===== config.mk =====
export PLATFORM = sky130hd
export DESIGN_NAME = array_linked_list_queue_core
export DESIGN_NICKNAME = d
export VERILOG_FILES = /design/src/sv/alq_pkg.sv /design/src/sv/alq_ram.sv /design/src/sv/alq_front.sv /design/src/sv/alq_back.sv /design/src/sv/array_linked_list_queue_core.sv
export SDC_FILE = /design/constraint.sdc
export NUM_CORES = 1
export LEC_CHECK = 0
export ABC_CLOCK_PERIOD_IN_PS = 4800
export BUFFER_PORTS_ARGS = -buffer_cell sky130_fd_sc_hd__clkbuf_2
export CORE_ASPECT_RATIO = 1.5
export CORE_UTILIZATION = 30
export CTS_CLUSTER_DIAMETER = 120
export DETAILED_ROUTE_END_ITERATION = 8
export GPL_TIMING_DRIVEN = 0
export PLACE_DENSITY_LB_ADDON = 0.25
export SETUP_SLACK_MARGIN = 0.1
export SYNTH_ARGS = -nofsm -noshare
export SYNTH_HDL_FRONTEND = slang
export SYNTH_SLANG_ARGS = --single-unit

===== constraint.sdc =====
create_clock -name clk -period 4.8 [get_ports clk]
set_clock_uncertainty 0.05 [all_clocks]
set_input_delay 0.72 -clock clk [delete_from_list [all_inputs] [get_ports clk]]
set_output_delay 0.72 -clock clk [all_outputs]
set_load 0.01 [all_outputs]

===== src/sv/alq_pkg.sv =====
// shared types and constants for the array linked list queue
// no dependencies; imported by alq_front, alq_back and the top level
package alq_pkg;

    localparam int CAPACITY_DEF = 16;
    localparam int MAX_RESULTS  = 16;
    localparam int VALUE_W      = 32;

    // command codes on the input tuser
    localparam logic [1:0] CMD_INSERT = 2'd0;
    localparam logic [1:0] CMD_DELETE = 2'd1;
    localparam logic [1:0] CMD_PRINT  = 2'd2;

    // status codes on the output tuser
    localparam logic [2:0] ST_INSERTED    = 3'd0;
    localparam logic [2:0] ST_FULL        = 3'd1;
    localparam logic [2:0] ST_DELETED     = 3'd2;
    localparam logic [2:0] ST_EMPTY_DEL   = 3'd3;
    localparam logic [2:0] ST_ELEMENT     = 3'd4;
    localparam logic [2:0] ST_EMPTY_PRINT = 3'd5;

    typedef enum logic [1:0] {
        OP_INSERT = 2'd0,
        OP_DELETE = 2'd1,
        OP_PRINT  = 2'd2
    } op_kind_t;

    typedef struct packed {
        op_kind_t                   kind;
        logic signed [VALUE_W-1:0]  value;
    } op_item_t;

endpackage


===== src/sv/alq_ram.sv =====
// generic single write port ram with registered read
// no dependencies
module alq_ram #(
    parameter int WIDTH = 32,
    parameter int DEPTH = 16,
    localparam int AW   = (DEPTH > 1) ? $clog2(DEPTH) : 1
) (
    input  logic             clk,
    input  logic             wr_en,
    input  logic [AW-1:0]    wr_addr,
    input  logic [WIDTH-1:0] wr_data,
    input  logic [AW-1:0]    rd_addr,
    output logic [WIDTH-1:0] rd_data
);

    logic [WIDTH-1:0] mem [DEPTH];

    always_ff @(posedge clk)
    begin
        if (wr_en)
        begin
            mem[wr_addr] <= wr_data;
        end
        rd_data <= mem[rd_addr];
    end

endmodule


===== src/sv/alq_front.sv =====
// front end: accepts commands, drops the unused code, queues operations
// depends on alq_pkg
module alq_front
    import alq_pkg::*;
(
    input  logic                      clk,
    input  logic                      rst_n,
    input  logic                      s_axis_tvalid,
    output logic                      s_axis_tready,
    input  logic signed [VALUE_W-1:0] s_axis_tdata,   // item_value
    input  logic [1:0]                s_axis_tuser,   // cmd
    output logic                      q_valid,
    output op_item_t                  q_item,
    input  logic                      q_pop
);

    op_item_t    fifo_reg [2];
    logic        wr_ptr_reg, wr_ptr_next;
    logic        rd_ptr_reg, rd_ptr_next;
    logic [1:0]  count_reg, count_next;
    logic        push;
    logic        cmd_ok;
    op_item_t    item_in;

    always_comb
    begin
        item_in.value = s_axis_tdata;
        item_in.kind  = OP_INSERT;
        cmd_ok        = 1'b1;
        unique case (s_axis_tuser)
            CMD_INSERT: item_in.kind = OP_INSERT;
            CMD_DELETE: item_in.kind = OP_DELETE;
            CMD_PRINT:  item_in.kind = OP_PRINT;
            default:    cmd_ok = 1'b0;
        endcase
    end

    assign s_axis_tready = (count_reg != 2'd2);
    // the unused command is taken and produces nothing
    assign push          = s_axis_tvalid && s_axis_tready && cmd_ok;
    assign q_valid       = (count_reg != 2'd0);
    assign q_item        = fifo_reg[rd_ptr_reg];

    always_comb
    begin
        wr_ptr_next = push ? ~wr_ptr_reg : wr_ptr_reg;
        rd_ptr_next = q_pop ? ~rd_ptr_reg : rd_ptr_reg;
        count_next  = count_reg + {1'b0, push} - {1'b0, q_pop};
    end

    always_ff @(posedge clk or negedge rst_n)
    begin
        if (!rst_n)
        begin
            wr_ptr_reg <= 1'b0;
            rd_ptr_reg <= 1'b0;
            count_reg  <= 2'd0;
        end
        else
        begin
            wr_ptr_reg <= wr_ptr_next;
            rd_ptr_reg <= rd_ptr_next;
            count_reg  <= count_next;
        end
    end

    always_ff @(posedge clk)
    begin
        if (push)
        begin
            fifo_reg[wr_ptr_reg] <= item_in;
        end
    end

endmodule


===== src/sv/alq_back.sv =====
// back end: runs queued operations on the entry store and drives the result register
// depends on alq_pkg and alq_ram
module alq_back
    import alq_pkg::*;
#(
    parameter int CAPACITY = CAPACITY_DEF
) (
    input  logic                      clk,
    input  logic                      rst_n,
    input  logic                      q_valid,
    input  op_item_t                  q_item,
    output logic                      q_pop,
    output logic                      m_axis_tvalid,
    input  logic                      m_axis_tready,
    output logic signed [VALUE_W-1:0] m_axis_tdata,
    output logic [2:0]                m_axis_tuser,
    output logic                      m_axis_tlast
);

    localparam int IDXW        = (CAPACITY > 1) ? $clog2(CAPACITY) : 1;
    localparam int LINKW       = IDXW + 1;
    localparam int STEPW       = $clog2(CAPACITY + 1);
    localparam int PRINT_LIMIT = (CAPACITY < MAX_RESULTS) ? CAPACITY : MAX_RESULTS;

    typedef enum logic [2:0] {
        S_IDLE = 3'b001,
        S_WALK = 3'b010,
        S_RESP = 3'b100
    } state_t;

    state_t                    state_reg, state_next;
    op_kind_t                  op_reg, op_next;
    logic [IDXW-1:0]           cur_reg, cur_next;
    logic [IDXW-1:0]           slot_reg, slot_next;
    logic [STEPW-1:0]          step_reg, step_next;
    logic [IDXW-1:0]           head_idx_reg, head_idx_next;
    logic                      head_valid_reg, head_valid_next;
    logic [STEPW-1:0]          next_free_reg, next_free_next;
    logic [2:0]                res_reg, res_next;

    logic                      m_valid_reg, m_valid_next;
    logic signed [VALUE_W-1:0] m_value_reg, m_value_next;
    logic [2:0]                m_status_reg, m_status_next;
    logic                      m_last_reg, m_last_next;

    logic                      out_free;
    logic                      emit;
    logic [2:0]                e_status;
    logic signed [VALUE_W-1:0] e_value;
    logic                      e_last;

    logic [IDXW-1:0]           rd_addr;
    logic [IDXW-1:0]           new_slot;
    logic                      val_we;
    logic [VALUE_W-1:0]        val_rdata;
    logic                      link_we;
    logic [IDXW-1:0]           link_waddr;
    logic [LINKW-1:0]          link_wdata;
    logic [LINKW-1:0]          link_rdata;
    logic                      link_vld;
    logic [IDXW-1:0]           link_idx;
    logic                      print_final;

    alq_ram #(
        .WIDTH (VALUE_W),
        .DEPTH (CAPACITY)
    ) u_values (
        .clk     (clk),
        .wr_en   (val_we),
        .wr_addr (new_slot),
        .wr_data (q_item.value),
        .rd_addr (rd_addr),
        .rd_data (val_rdata)
    );

    // link word: top bit marks a following entry, low bits its index
    alq_ram #(
        .WIDTH (LINKW),
        .DEPTH (CAPACITY)
    ) u_links (
        .clk     (clk),
        .wr_en   (link_we),
        .wr_addr (link_waddr),
        .wr_data (link_wdata),
        .rd_addr (rd_addr),
        .rd_data (link_rdata)
    );

    assign out_free    = !m_valid_reg || m_axis_tready;
    assign new_slot    = next_free_reg[IDXW-1:0];
    assign link_vld    = link_rdata[IDXW];
    assign link_idx    = link_rdata[IDXW-1:0];
    assign print_final = !link_vld || (step_reg == STEPW'(PRINT_LIMIT - 1));

    always_comb
    begin
        state_next      = state_reg;
        op_next         = op_reg;
        cur_next        = cur_reg;
        slot_next       = slot_reg;
        step_next       = step_reg;
        head_idx_next   = head_idx_reg;
        head_valid_next = head_valid_reg;
        next_free_next  = next_free_reg;
        res_next        = res_reg;
        q_pop           = 1'b0;
        val_we          = 1'b0;
        link_we         = 1'b0;
        link_waddr      = cur_reg;
        link_wdata      = '0;
        rd_addr         = cur_reg;
        emit            = 1'b0;
        e_status        = res_reg;
        e_value         = '0;
        e_last          = 1'b1;

        unique case (state_reg)
            S_IDLE:
            begin
                rd_addr = head_idx_reg;
                if (q_valid)
                begin
                    q_pop     = 1'b1;
                    op_next   = q_item.kind;
                    step_next = '0;
                    cur_next  = head_idx_reg;
                    unique case (q_item.kind)
                        OP_INSERT:
                        begin
                            if (next_free_reg == STEPW'(CAPACITY))
                            begin
                                res_next   = ST_FULL;
                                state_next = S_RESP;
                            end
                            else
                            begin
                                // new entry is the tail: no following entry
                                val_we         = 1'b1;
                                link_we        = 1'b1;
                                link_waddr     = new_slot;
                                link_wdata     = '0;
                                slot_next      = new_slot;
                                next_free_next = next_free_reg + STEPW'(1);
                                if (!head_valid_reg)
                                begin
                                    head_idx_next   = new_slot;
                                    head_valid_next = 1'b1;
                                    res_next        = ST_INSERTED;
                                    state_next      = S_RESP;
                                end
                                else
                                begin
                                    state_next = S_WALK;
                                end
                            end
                        end
                        OP_DELETE:
                        begin
                            if (!head_valid_reg)
                            begin
                                res_next   = ST_EMPTY_DEL;
                                state_next = S_RESP;
                            end
                            else
                            begin
                                state_next = S_WALK;
                            end
                        end
                        OP_PRINT:
                        begin
                            if (!head_valid_reg)
                            begin
                                res_next   = ST_EMPTY_PRINT;
                                state_next = S_RESP;
                            end
                            else
                            begin
                                state_next = S_WALK;
                            end
                        end
                        default:
                        begin
                            q_pop = 1'b1;
                        end
                    endcase
                end
            end
            S_WALK:
            begin
                unique case (op_reg)
                    OP_INSERT:
                    begin
                        if (link_vld && (step_reg != STEPW'(CAPACITY)))
                        begin
                            cur_next  = link_idx;
                            rd_addr   = link_idx;
                            step_next = step_reg + STEPW'(1);
                        end
                        else
                        begin
                            link_we    = 1'b1;
                            link_waddr = cur_reg;
                            link_wdata = {1'b1, slot_reg};
                            res_next   = ST_INSERTED;
                            state_next = S_RESP;
                        end
                    end
                    OP_DELETE:
                    begin
                        if (out_free)
                        begin
                            emit            = 1'b1;
                            e_status        = ST_DELETED;
                            e_value         = val_rdata;
                            head_valid_next = link_vld;
                            head_idx_next   = link_vld ? link_idx : '0;
                            state_next      = S_IDLE;
                        end
                    end
                    OP_PRINT:
                    begin
                        if (out_free)
                        begin
                            emit     = 1'b1;
                            e_status = ST_ELEMENT;
                            e_value  = val_rdata;
                            e_last   = print_final;
                            if (print_final)
                            begin
                                state_next = S_IDLE;
                            end
                            else
                            begin
                                cur_next  = link_idx;
                                rd_addr   = link_idx;
                                step_next = step_reg + STEPW'(1);
                            end
                        end
                    end
                    default:
                    begin
                        state_next = S_IDLE;
                    end
                endcase
            end
            S_RESP:
            begin
                if (out_free)
                begin
                    emit       = 1'b1;
                    state_next = S_IDLE;
                end
            end
            default:
            begin
                state_next = S_IDLE;
            end
        endcase
    end

    always_comb
    begin
        m_valid_next  = m_valid_reg && !m_axis_tready;
        m_value_next  = m_value_reg;
        m_status_next = m_status_reg;
        m_last_next   = m_last_reg;
        if (emit)
        begin
            m_valid_next  = 1'b1;
            m_value_next  = e_value;
            m_status_next = e_status;
            m_last_next   = e_last;
        end
    end

    always_ff @(posedge clk or negedge rst_n)
    begin
        if (!rst_n)
        begin
            state_reg      <= S_IDLE;
            head_valid_reg <= 1'b0;
            head_idx_reg   <= '0;
            next_free_reg  <= '0;
            m_valid_reg    <= 1'b0;
        end
        else
        begin
            state_reg      <= state_next;
            head_valid_reg <= head_valid_next;
            head_idx_reg   <= head_idx_next;
            next_free_reg  <= next_free_next;
            m_valid_reg    <= m_valid_next;
        end
    end

    always_ff @(posedge clk)
    begin
        op_reg       <= op_next;
        cur_reg      <= cur_next;
        slot_reg     <= slot_next;
        step_reg     <= step_next;
        res_reg      <= res_next;
        m_value_reg  <= m_value_next;
        m_status_reg <= m_status_next;
        m_last_reg   <= m_last_next;
    end

    assign m_axis_tvalid = m_valid_reg;
    assign m_axis_tdata  = m_value_reg;
    assign m_axis_tuser  = m_status_reg;
    assign m_axis_tlast  = m_last_reg;

endmodule


===== src/sv/array_linked_list_queue_core.sv =====
// Queue kept as a singly linked list in a store of CAPACITY entries, each entry a
// 32-bit value plus a link. Commands arrive on the slave stream (tuser: 0 insert at
// tail, 1 delete from front, 2 print, 3 ignored); each command but the ignored one
// produces one or more results on the master stream, the final one with tlast.
// Entries are handed out in order and never recycled, so after CAPACITY inserts
// since reset every insert answers full. A two-entry command queue lets new
// commands be taken while the engine works. Insert walks from the head to the tail
// one link per cycle; print gives one element per cycle while the output is not
// stalled. The walk speed is set by the single read port of the link store. No
// clearing pass after reset.
//
// top level; depends on alq_pkg, alq_front, alq_back, alq_ram
module array_linked_list_queue_core
    import alq_pkg::*;
#(
    parameter int CAPACITY = CAPACITY_DEF
) (
    input  logic                      clk,
    input  logic                      rst_n,
    input  logic                      s_axis_tvalid,
    output logic                      s_axis_tready,
    input  logic signed [VALUE_W-1:0] s_axis_tdata,   // [31:0] item_value
    input  logic [1:0]                s_axis_tuser,   // [1:0] cmd
    output logic                      m_axis_tvalid,
    input  logic                      m_axis_tready,
    output logic signed [VALUE_W-1:0] m_axis_tdata,   // [31:0] out_value
    output logic [2:0]                m_axis_tuser,   // [2:0] status
    output logic                      m_axis_tlast
);

    logic     q_valid;
    op_item_t q_item;
    logic     q_pop;

    alq_front u_front (
        .clk           (clk),
        .rst_n         (rst_n),
        .s_axis_tvalid (s_axis_tvalid),
        .s_axis_tready (s_axis_tready),
        .s_axis_tdata  (s_axis_tdata),
        .s_axis_tuser  (s_axis_tuser),
        .q_valid       (q_valid),
        .q_item        (q_item),
        .q_pop         (q_pop)
    );

    alq_back #(
        .CAPACITY (CAPACITY)
    ) u_back (
        .clk           (clk),
        .rst_n         (rst_n),
        .q_valid       (q_valid),
        .q_item        (q_item),
        .q_pop         (q_pop),
        .m_axis_tvalid (m_axis_tvalid),
        .m_axis_tready (m_axis_tready),
        .m_axis_tdata  (m_axis_tdata),
        .m_axis_tuser  (m_axis_tuser),
        .m_axis_tlast  (m_axis_tlast)
    );

    // the engine never takes from an empty command queue
    assert property (@(posedge clk) disable iff (!rst_n) q_pop |-> q_valid)
        else $error("command popped from empty queue");

    // single-result statuses carry a zero value and close the command
    assert property (@(posedge clk) disable iff (!rst_n)
        m_axis_tvalid && (m_axis_tuser == ST_INSERTED || m_axis_tuser == ST_FULL ||
                          m_axis_tuser == ST_EMPTY_DEL || m_axis_tuser == ST_EMPTY_PRINT)
        |-> (m_axis_tdata == '0) && m_axis_tlast)
        else $error("single result with value or without last");

    // a print that is not finished continues with list elements only
    assert property (@(posedge clk) disable iff (!rst_n)
        m_axis_tvalid && m_axis_tready && (m_axis_tuser == ST_ELEMENT) && !m_axis_tlast
        |=> !m_axis_tvalid || (m_axis_tuser == ST_ELEMENT))
        else $error("print interrupted by another result");

    // a newly raised result other than an element or a delete is the last of its command
    assert property (@(posedge clk) disable iff (!rst_n)
        $rose(m_axis_tvalid) && (m_axis_tuser != ST_ELEMENT) && (m_axis_tuser != ST_DELETED)
        |-> m_axis_tlast)
        else $error("final result without last");

endmodule

==> results of run 1 <==
routing by layer:
metal / GRT usage (%) / routed length [µm]
met4: 8.71 / 4310
met5: 0 / 0
met1: 17.9 / 32700
met3: 2.29 / 3290
met2: 32.0 / 48500
what timing repair did:
| action | 4_1_cts | 5_1_grt |
|---|---|---|
| endpoints found under the setup margin | 480 | 185 |
| hold buffers | 1 | 0 |
| resized for setup | 2 | 6 |
| pin swaps | 4 | 7 |
| hold endpoints to repair | 17 | 0 |
| buffers inserted | 3 | 15 |
cell type report:
cell class	count	share of cell area, %
flip-flops and latches	769	62.5
multi-input cells	1089	21.3
clock buffers	102	5.48
well taps	1314	4.54
repair buffers	123	3.16
plain buffers	133	2.10
clock inverters	29	0.777
inverters	22	0.228
path summary, 6_finish.rpt:
path / cells past startpoint / endpoint / slack [ns] / from
setup reg to reg: 12 / u_back.u_values.rd_data[10] / 0.27 / u_back.step_reg[0]
min in group asynchronous: 2 / u_front.count_reg[0] / 0.55 / rst_n
setup / recovery: 12 / u_back.u_values.rd_data[10] / 0.27 / u_back.step_reg[0]
hold / removal: 1 / u_front.fifo_reg[1][22] / 0.22 / s_axis_tdata[22]
hold reg to reg: 1 / u_back.next_free_reg[4] / 0.42 / u_back.next_free_reg[4]
max in group asynchronous: 2 / u_front.rd_ptr_reg / 3.75 / rst_n
stage by stage:
step	power, W	instance area, µm²	hold WS, ns	util (%)	worst slack (ns)
finish	0.0257	36200	0.223	35.3	0.266
global route	0.0269	36200	0.201	35.3	0.0915
CTS	0.0260	36000	0.168	35.2	0.103
detailed placement	0.0203	33700	0.409	32.9	-0.581
global placement	0.0201	33100	0.405	32.2	-4.15
floorplan	0.0161	31000	0.374	-	0.143
placed cells by master (no fill, tap or decap), types with 6 or more instances in the layout:
cell type	instances
mux2_2	33
clkbuf_16	73
dfrtp_1	16
clkbuf_1	106
nand2b_1	7
buf_2	7
xnor2_1	6
buf_6	32
buf_4	18
and2_1	36
nor2_1	33
inv_1	19
buf_12	20
o21ai_0	160
clkbuf_2	77
nor2_4	12
buf_8	6
a21oi_1	15
nand2_1	34
clkinv_2	10
dfxtp_1	37
a31oi_1	8
ha_1	17
clkinv_1	8
nand4_1	37
nor2b_1	6
edfxtp_1	714
buf_1	6
nand3_1	309
and3_1	9
mux2i_1	298
power by group through the flow:
stage	sequential, W	clock, W	combinational, W
4_1_cts	0.00888	0.00575	0.0113
3_3_place_gp	0.00901	0	0.0110
2_1_floorplan	0.00893	0	0.00716
5_1_grt	0.00893	0.00596	0.0120
6_report	0.00888	0.00563	0.0112
3_5_place_dp	0.00899	0	0.0113
critical path, cell delays in order, from the launching register on:
cell and delay [ns]:
edfxtp_1 0.43, ha_1 0.25, and3_1 0.19, ha_1 0.19, and3b_1 0.29, a21oi_1 0.18
a22o_1 0.25, o21ai_1 0.54, clkdlybuf4s15_1 0.73, clkbuf_1 0.62, nand3_1 0.15, nand3_1 0.14
nand4_1 0.27
logic make-up (layout without fill, tap and decap cells):
kind of cell,after synthesis,count (layout),share of synthesized area (%)
AO/OA/AOI/OAI,221,221,4.08
XOR/XNOR,10,10,0.282
adder cells (fa/ha/maj),17,17,0.686
buffers and inverters,156,409,2.68
flip-flops,769,769,73.0
multiplexers,331,331,10.8
AND/OR/NAND/NOR,510,510,8.49
==> results.toml, run 1 <==
[run_status]
status = "complete, no violations"

[synth]
synth_cells = 2014
synth_ff_type = "edfxtp_1"
synth_common_cells = "edfxtp_1 (714), nand3_1 (309), mux2i_1 (298)"
syn-num-nets = 2069
synth-edff-count = 714
ys_seq_elements = 769
synth_largest_area_cell = "edfxtp_1"
ys_seq_area_share_pct = 73.0
synth_top_area_share_pct = 69.1
synth_cell_types = 64
syn_area_per_cell_um2 = 15.4
async_flop_share_pct = 2.34
synth_area_leaders = "edfxtp_1 (69%), mux2i_1 (9.6%), nand3_1 (5.0%)"
synthesis.area_um2 = 31000
synth.most_common_cell = "edfxtp_1"
synth_warnings = 0

[route]
vias = 18000
drt-total-wl_mm = 88.7
drtAntennaViolNets = 0
routed_via_density = 5.01
drt_iter0_markers = 1316
first_pass_iters = 6
route.detailed.drc = 0
drt-wirelength-per-cell_um = 24.8

[sta]
hold_viol_final = 0
tns_ns = 0
period_share_pct = 94.5
maxSlewViolCount = 0
finalCriticalPeriod_ns = 4.53
slew-limit-headroom_pct = 23.9
setup_violations = 0
fmax_ghz = 0.221
rsz0062_at_grt = "yes"
worstMarginPinSlew_ns = 1.14

[clock_network]
root_buffer = "clkbuf_16"
clk_path_buf_depth = 3
cts_tree = "built"
cts.clk_slew.worst_paths_ns = 0.07
htreeDepth = 3
cts_sinks = 769
cts_inserted_buffers = 71
clkLatencyLatePin_ns = 0.64

[worst_hold_path]
hold_class = "in2reg"

[place]
dp.cells = 3432
port_buffers = 75
dpl.hpwl_mm = 62.3
place_congestion = 0.858

[final_layout]
antenna_cells = 0
multi_input_area_um2 = 7700
area_delta_synth_final_pct = 16.8
drive_above_1_share_pct = 14.7
regArea_um2 = 22600
largest_reg_flops = 512
n_fill_cell = 9597
nNetsFinal = 2264
final_cells = 3581

[pwr]
sequentialPowerShare_pct = 34.5
combPwrFrac_pct = 43.6
power.switching_w = 0.0102
leakagePower_nw = 12.6
intPower_w = 0.0155
clkPwrFrac_pct = 21.9
peakVddDrop_uv = 403
powerDensity_nw_per_um2 = 710
switching_share_pct = 39.7

[floorplan]
ios = 76
die_x_um = 265
initial_core_util_pct = 30.3
die_area_um2 = 105000
die_y_um = 396
rows = 144
core-area_um2 = 103000

[setup_path]
startpoint_type = "flop"
cp.arrival_ns = 4.90
cp_max_fo = 10
endpoint_kind = "flop"
cp.required_ns = 5.16
path_class = "reg2reg"

[global_routing]
antenna_found_initial = 0
grt_pass1_vias = 18800
grt_pass1_wl_mm = 128
grt_max_degree = 26
track_usage_pct = 16.9
globalRouteOverflowTotal = 0

[job]
drv_cap = 0
Note: power is estimated with default switching activity, not from simulation.
==> run 2, diff against run 1 <==
==> constraint.sdc (replaced) <==
create_clock -name clk -period 4.8 [get_ports clk]
set_clock_uncertainty 0.05 [all_clocks]
set_input_delay 0.48 -clock clk [delete_from_list [all_inputs] [get_ports clk]]
set_output_delay 0.48 -clock clk [all_outputs]
set_load 0.01 [all_outputs]
==> run 2 against run 1 <==
  * Sequential cell count stayed put
  * Maximum frequency rose by 0.13%
  * Cell area increased by 0.88%
  * Sequential power is essentially flat
  * Critical endpoint unchanged
  * Highest routed layer unchanged
  * Non-clock buffer count up 32
  * Cell count rose by 0.89%
==> results.toml, run 2 (synthesis gave the netlist of run 1 again) <==
[floorplan]
die_y_um = 396
core-area_um2 = 103000
rows = 144
die_x_um = 265
ios = 76
initial_core_util_pct = 30.3
die_area_um2 = 105000

[clock_network]
cts.clk_slew.worst_paths_ns = 0.06
htreeDepth = 3
cts_tree = "built"
cts_sinks = 769
clk_path_buf_depth = 3
clkLatencyLatePin_ns = 0.64
root_buffer = "clkbuf_16"
cts_inserted_buffers = 71

[global_routing]
grt_pass1_vias = 19000
grt_max_degree = 26
globalRouteOverflowTotal = 0
track_usage_pct = 16.9
antenna_found_initial = 0
grt_pass1_wl_mm = 128

[setup_path]
endpoint_kind = "flop"
cp.arrival_ns = 4.89
startpoint_type = "flop"
slowest_delay_ns = 0.73
crit_chain = "ha_1 -> and3_1 -> ha_1 -> and3b_1 -> a21oi_1 -> a22o_1 -> o21ai_1 -> clkdlybuf4s15_1 -> clkbuf_1 -> nand3_1 -> nand3_1 -> nand4_1"
crit_slowest_cell = "clkdlybuf4s15_1"
path_class = "reg2reg"
cp_max_fo = 10
ff2ff_path_depth = 12
cp.required_ns = 5.16

[sta]
slew-limit-headroom_pct = 26.0
fmax_ghz = 0.221
rsz0062_at_grt = "yes"
period_share_pct = 94.3
maxSlewViolCount = 0
worstMarginPinSlew_ns = 1.11
setup_violations = 0
hold_viol_final = 0
finalCriticalPeriod_ns = 4.53

[final_layout]
antenna_cells = 0
multi_input_area_um2 = 7700
regArea_um2 = 22600
n_fill_cell = 9583
fin_util_pct = 35.7
nNetsFinal = 2296
final_cells = 3613
final_cell_mix = "edfxtp_1 (714), nand3_1 (309), mux2i_1 (298), o21ai_0 (160), clkbuf_1 (106)"
drive_above_1_share_pct = 14.5
area_delta_synth_final_pct = 17.8
largest_reg_flops = 512
final_common_cell = "edfxtp_1"

[route]
first_pass_iters = 5
drt-wirelength-per-cell_um = 24.6
drt_iter0_markers = 1250
route.detailed.drc = 0
drt-total-wl_mm = 88.8
drtAntennaViolNets = 0
routed_via_density = 5.01
vias = 18100

[place]
dpl.hpwl_mm = 62.3
dp.cells = 3432
port_buffers = 75
place_congestion = 0.858

[worst_hold_path]
hold_class = "in2reg"
whs_path_depth = 2

[pwr]
powerDensity_nw_per_um2 = 705
peakVddDrop_uv = 405
leakagePower_nw = 12.8

[job]
drv_cap = 0

[run_status]
status = "complete, no violations"
## run 2: changes by cell type in the layout (fill, tap and decap cells not counted), sizes merged
cell         before  now
dlygate4sd3       1   33
## run 2: per-layer routing
| metal | global-route usage, % | part of all wire [%] | vias up |
|---|---|---|---|
| li1 | - | - | 8205 |
| met1 | 18.0 | 37 | 9181 |
| met2 | 32.1 | 55 | 522 |
| met3 | 2.19 | 3.7 | 176 |
| met4 | 8.70 | 4.8 | 0 |
| met5 | 0 | 0 | - |
## run 2: path summary, 6_finish.rpt
check,startpoint,to,slack [ns]
worst max-delay path,u_back.step_reg[0],u_back.u_values.rd_data[10],0.27
worst min-delay path,s_axis_tuser[1],u_front.fifo_reg[1][32],0.12
worst max register to register,u_back.step_reg[0],u_back.u_values.rd_data[10],0.27
worst min register to register,u_back.next_free_reg[4],u_back.next_free_reg[4],0.42
max in group asynchronous,rst_n,u_front.rd_ptr_reg,3.99
min in group asynchronous,rst_n,u_front.count_reg[0],0.31
## run 2: area by class of cell
type / instances / share of cell area, %
flip-flops and latches: 769 / 61.9
multi-input cells: 1089 / 21.1
clock buffers: 102 / 5.43
well taps: 1314 / 4.50
repair buffers: 155 / 4.01
plain buffers: 133 / 2.08
clock inverters: 29 / 0.770
inverters: 22 / 0.226
## run 2: critical path, delay by kind of cell, from the launching register on
kind / cells / cell delay, ns
compound gates: 3 / 0.98
buf+inv: 2 / 1.37
fa+ha+maj: 2 / 0.44
flops: 1 / 0.43
simple gates: 5 / 1.02
## run 2: metrics by stage
| stage | area (µm²) | worst slack, ns | TNS, ns | hold slack [ns] | power, W |
|---|---|---|---|---|---|
| 2_1_floorplan | 31000 | 0.143 | 0 | 0.134 | 0.0161 |
| 3_3_place_gp | 33100 | -4.15 | -1438.78 | 0.405 | 0.0201 |
| 3_5_place_dp | 33700 | -0.581 | -138.03 | 0.409 | 0.0203 |
| 4_1_cts | 36400 | 0.103 | 0 | 0.0716 | 0.0260 |
| 5_1_grt | 36600 | 0.0915 | 0 | 0.0989 | 0.0269 |
| 6_report | 36600 | 0.272 | 0 | 0.122 | 0.0258 |
## run 2: report_power, final
group | total, W | switching, W | internal, W | leakage (nW)
Combinational | 0.0112 | 0.00748 | 0.00376 | 4.68
Clock | 0.00564 | 0.00247 | 0.00316 | 1.11
Sequential | 0.00888 | 0.000266 | 0.00861 | 6.96
## run 2: timing repair
action                                  in CTS  in global routing
resized for setup                            2                  6
endpoints found under the setup margin     480                185
endpoints found under the hold margin       81                  0
hold buffers                                33                  0
pin swaps                                    4                  7
setup buffers                                3                 15
